<file path="config.mk">
export PLATFORM = sky130hd
export DESIGN_NAME = pjsc_mul
export DESIGN_NICKNAME = d
export VERILOG_FILES = /design/src/design/pjsc_pkg.sv /design/src/design/pjsc_mul.sv
export SDC_FILE = /design/constraint.sdc
export NUM_CORES = 2
export LEC_CHECK = 0
export BUFFER_PORTS_ARGS = -buffer_cell sky130_fd_sc_hd__buf_2
export CAP_MARGIN = 20
export CORE_UTILIZATION = 40
export CTS_CLUSTER_DIAMETER = 30
export DETAILED_ROUTE_END_ITERATION = 10
export SYNTH_ARGS = -nofsm -noshare
export SYNTH_HDL_FRONTEND = slang
export SYNTH_SLANG_ARGS = --single-unit
</file>
<file path="constraint.sdc">
create_clock -name clk_i -period 24.8 [get_ports clk_i]
set_clock_uncertainty 0.15 [all_clocks]
set_input_delay 1.24 -clock clk_i [delete_from_list [all_inputs] [get_ports clk_i]]
set_output_delay 1.24 -clock clk_i [all_outputs]
set_load 0.01 [all_outputs]
</file>
<file path="src/design/pjsc_pkg.sv">
// ----------------------------------------------------------------------------
// pjsc_pkg: shared types and constants for the PI joint servo controller
// Fixed-point constants, register indexes and the multiplier request type.
// ----------------------------------------------------------------------------
package pjsc_pkg;

  localparam int JOINT_COUNT = 2;
  localparam int JIDX_W      = (JOINT_COUNT > 1) ? $clog2(JOINT_COUNT) : 1;

  // configuration register indexes
  localparam logic [1:0] REG_PROP_GAIN  = 2'd0;
  localparam logic [1:0] REG_INTEG_GAIN = 2'd1;
  localparam logic [1:0] REG_STEP_TIME  = 2'd2;

  localparam logic [15:0] PROP_GAIN_RST  = 16'd4096;
  localparam logic [15:0] INTEG_GAIN_RST = 16'd2048;
  localparam logic [15:0] STEP_TIME_RST  = 16'd1311;

  // multiplier operand widths
  localparam int MUL_A_W = 32;
  localparam int MUL_B_W = 28;
  localparam int MUL_P_W = MUL_A_W + MUL_B_W;

  // degrees to Q13 radians: deg * 157 * 8192 / 9000 = deg * 160768 / 1125
  localparam longint DEG_MUL_L     = 160768;
  localparam longint DEG_DIV_L     = 1125;
  localparam int     DEG_SHIFT     = 37;
  localparam longint RECIP_DEG_L   = (64'sd1 <<< DEG_SHIFT) / DEG_DIV_L;

  // pulse: cmd * 1000 / PI_Q13
  localparam longint PI_Q13_L      = 25723;
  localparam longint PULSE_SPAN_L  = 1000;
  localparam int     PULSE_SHIFT   = 40;
  localparam longint RECIP_PULSE_L = (64'sd1 <<< PULSE_SHIFT) / PI_Q13_L;

  localparam logic [MUL_B_W-1:0] DEG_MUL     = MUL_B_W'(DEG_MUL_L);
  localparam logic [MUL_B_W-1:0] DEG_DIV     = MUL_B_W'(DEG_DIV_L);
  localparam logic [MUL_B_W-1:0] RECIP_DEG   = MUL_B_W'(RECIP_DEG_L);
  localparam logic [MUL_B_W-1:0] PI_Q13      = MUL_B_W'(PI_Q13_L);
  localparam logic [MUL_B_W-1:0] PULSE_SPAN  = MUL_B_W'(PULSE_SPAN_L);
  localparam logic [MUL_B_W-1:0] RECIP_PULSE = MUL_B_W'(RECIP_PULSE_L);
  localparam logic [10:0]        PULSE_BASE  = 11'd1000;
  localparam logic [10:0]        PULSE_MAX   = 11'd2000;

  typedef struct packed {
    logic                      en;
    logic signed [MUL_A_W-1:0] a;
    logic signed [MUL_B_W-1:0] b;
  } mul_req_t;

endpackage

</file>
<file path="src/design/pjsc_mul.sv">
// ----------------------------------------------------------------------------
// pjsc_mul: shared signed multiplier
// One registered signed multiply per enabled cycle, reused by the sequencer.
// ----------------------------------------------------------------------------
module pjsc_mul (
  input  logic                                   clk_i,
  input  pjsc_pkg::mul_req_t                     req_i,
  output logic signed [pjsc_pkg::MUL_P_W-1:0]    prod_o
);
  import pjsc_pkg::*;

  logic signed [MUL_P_W-1:0] prod_q;

  always_ff @(posedge clk_i) begin
    if (req_i.en) begin
      prod_q <= req_i.a * req_i.b;
    end
  end

  assign prod_o = prod_q;

endmodule

</file>
==> results.cfg <==
[floorplanning]
dieArea_mm2 = 0.0852
die_h_um = 292
fp.dieW_um = 292
pin_count = 122
fp.coreArea_mm2 = 0.0826
num_rows = 105
initial_core_util_pct = 40.7

[cells_and_area]
largest_reg_flops = 60
final_core_util_pct = 42.6
num-nets-final = 4624
syn_to_final_growth_pct = 4.64
drive_gt1_share_pct = 4.61

[sta]
fin_tns_setup_ns = 0
fmax_ghz = 0.107
period_share_pct = 37.7
tightest_slew_ns = 0.949
rsz0062_at_grt = false
final_max_slew_viol_count = 0
finalHoldViolations = 0
relSlewSlack_pct = 36.7
setup_viol = 0
layout_setup_ws_ns = 15.44
fin_crit_ns = 9.36

[clock_tree]
post_cts_buffers = 0
cts.sinks = 60
cts_root_buf = clkbuf_16
clockBufferDepth = 2
hold_buffers = 0
cts_tree = built
clk_pin_slew_ns = 0.06
htreeDepth = 3
cts-buffers-inserted = 9
ctsResizeCount = 0

[drt]
drt_iter0_markers = 1133
ant_nets = 0
via_per_inst = 5.06
via_count = 22900
wl_met3_mm = 3.47
avgRoutedWirePerCell_um = 20.0
first_pass_iters = 5
met1Wirelength_mm = 33.6
drc_errors = 0
top_layer_used = met5
dr_wl_met2_mm = 49.0
finalWirelength_mm = 90.4

[placement]
io_buffers = 121
preCtsSetupSlack_ns = 15.09
dp_hpwl_mm = 72.1
gp_congestion = 0.917

[global_routing]
grt_pass1_wl_mm = 145
grt_antenna_before_repair = 7
grt_max_degree = 61
track_usage_pct = 22.3
grt.overflow.total = 0
grt_pass1_vias = 25400

[logic_synthesis]
async_flop_share_pct = 0
netlist_instances = 3497
syn_nets = 4679
ys_seq_elements = 60
syn_area_mm2 = 0.0336
ys_warn_count = 0
yosysSeqAreaShare_pct = 5.36
synth_cell_type_count = 59
syn_area_per_cell_um2 = 9.61
synth_edf_count = 60
ys.flop_type = edfxtp_1

[worst_hold_path]
hold_class = in -> reg

[critical_path]
startpoint_type = input pin
worst-setup-path-type = in -> reg
cp.arrival_ns = 9.29
setup.worst_path.start = req_i[59]
worstSetupEndpointType = register
required_ns = 24.73
path_max_fanout = 28
crit_end = prod_o[59]

[outcome]
status = finished clean

[run]
cap_violations = 0
-- how the worst min path moves through the flow --
stage	to	slack, ns	startpoint	cells after the start
3_5_place_dp	prod_o[12]	1.50	prod_o[12]	1
3_3_place_gp	prod_o[1]	1.50	prod_o[1]	1
6_report	prod_o[21]	1.45	req_i[60]	2
4_1_cts	prod_o[0]	1.44	req_i[28]	2
5_1_grt	prod_o[0]	1.46	req_i[28]	2
2_1_floorplan	prod_o[0]	1.20	req_i[60]	0
-- layout by cell type (no fill, tap or decap), drive strengths merged, types with 2 or more instances in the layout --
cell,netlist,layout
o2111ai,2,2
a21oi,65,65
xor2,22,22
nor2b,8,8
xnor2,45,45
nand2,433,433
o211ai,6,6
o22ai,3,3
o21ai,37,37
clkinv,0,4
ha,193,193
or3,2,2
o21a,5,5
clkbuf,186,10
and2,474,474
nand3,6,6
a31o,2,2
a21o,20,20
fa,927,927
a31oi,6,6
inv,863,863
nand2b,8,8
nand4,14,14
buf,9,129
a221oi,3,3
edfxtp,60,60
nor3,9,9
a211oi,3,3
nor2,57,57
and3,5,5
o21bai,4,4
diode,0,3
or2,2,2
a211o,2,2
a2111o,2,2
-- layout make-up --
| class | count | area [um^2] |
|---|---|---|
| fillers | 8108 | 47500 |
| multi-input cells | 2379 | 27800 |
| inverters | 863 | 3240 |
| flip-flops and latches | 60 | 1800 |
| well taps | 1070 | 1340 |
| repair buffers | 129 | 666 |
| clock buffers | 10 | 229 |
| clock inverters | 6 | 55.1 |
| diodes | 3 | 7.51 |
-- stage by stage --
stage          std cells  hold WS [ns]  area [um^2]
5_1_grt             4519          1.46        35200
2_1_floorplan       3497          1.20        33600
3_5_place_dp        4501          1.50        34900
4_1_cts             4517          1.44        35200
3_3_place_gp        4501          1.50        34900
6_report            4520          1.45        35200
-- logic make-up after synthesis --
family	Yosys count	share of synthesized area, %
AOI/OAI and AO/OA	170	3.35
xor gates and xnor gates	67	1.75
adders and majority gates	1120	62.4
buffers and inverters	1058	11.8
DFF	60	5.36
and+or+nand+nor	1022	15.3
-- routing by layer --
metal / GRT usage, % / up-vias
li1: - / 9898
met1: 26.1 / 12200
met2: 41.1 / 581
met3: 2.44 / 158
met4: 9.67 / 6
met5: 0 / -
-- critical path, cell delays in order --
cell	delay [ns]
buf_2	0.50
nand2_1	0.26
inv_1	0.14
fa_1	0.39
inv_1	0.25
fa_1	0.48
inv_1	0.21
fa_1	0.49
fa_1	0.86
inv_1	0.40
fa_1	0.58
inv_1	0.05
fa_1	0.52
inv_1	0.05
fa_1	0.47
inv_1	0.04
ha_1	0.27
ha_1	0.41
nand2_1	0.08
nor2_1	0.16
nand2_1	0.11
a2111o_1	0.35
a21oi_1	0.20
nor2_1	0.11
nor3b_1	0.38
o41ai_2	0.14
xnor2_1	0.13
-- cells in the mapped netlist, types with 6 or more instances --
library cell,count,area [um^2]
a21oi_1,63,315
inv_1,862,3240
clkbuf_1,186,698
ha_1,193,2410
o21ai_1,12,60.1
edfxtp_1,60,1800
nor2_1,57,214
nand2_1,433,1630
nand2b_1,8,50.1
o21ai_0,22,110
nand4_1,14,87.6
xnor2_1,45,394
nor2b_1,8,50.1
fa_1,927,18600
xor2_1,22,193
and2_1,474,2970
nor3_1,9,45.0
nand3_1,6,30.0
a21o_1,19,143
Power is not shown: default switching activity piles up to over one toggle a cycle in this logic, so the estimate is an artifact.
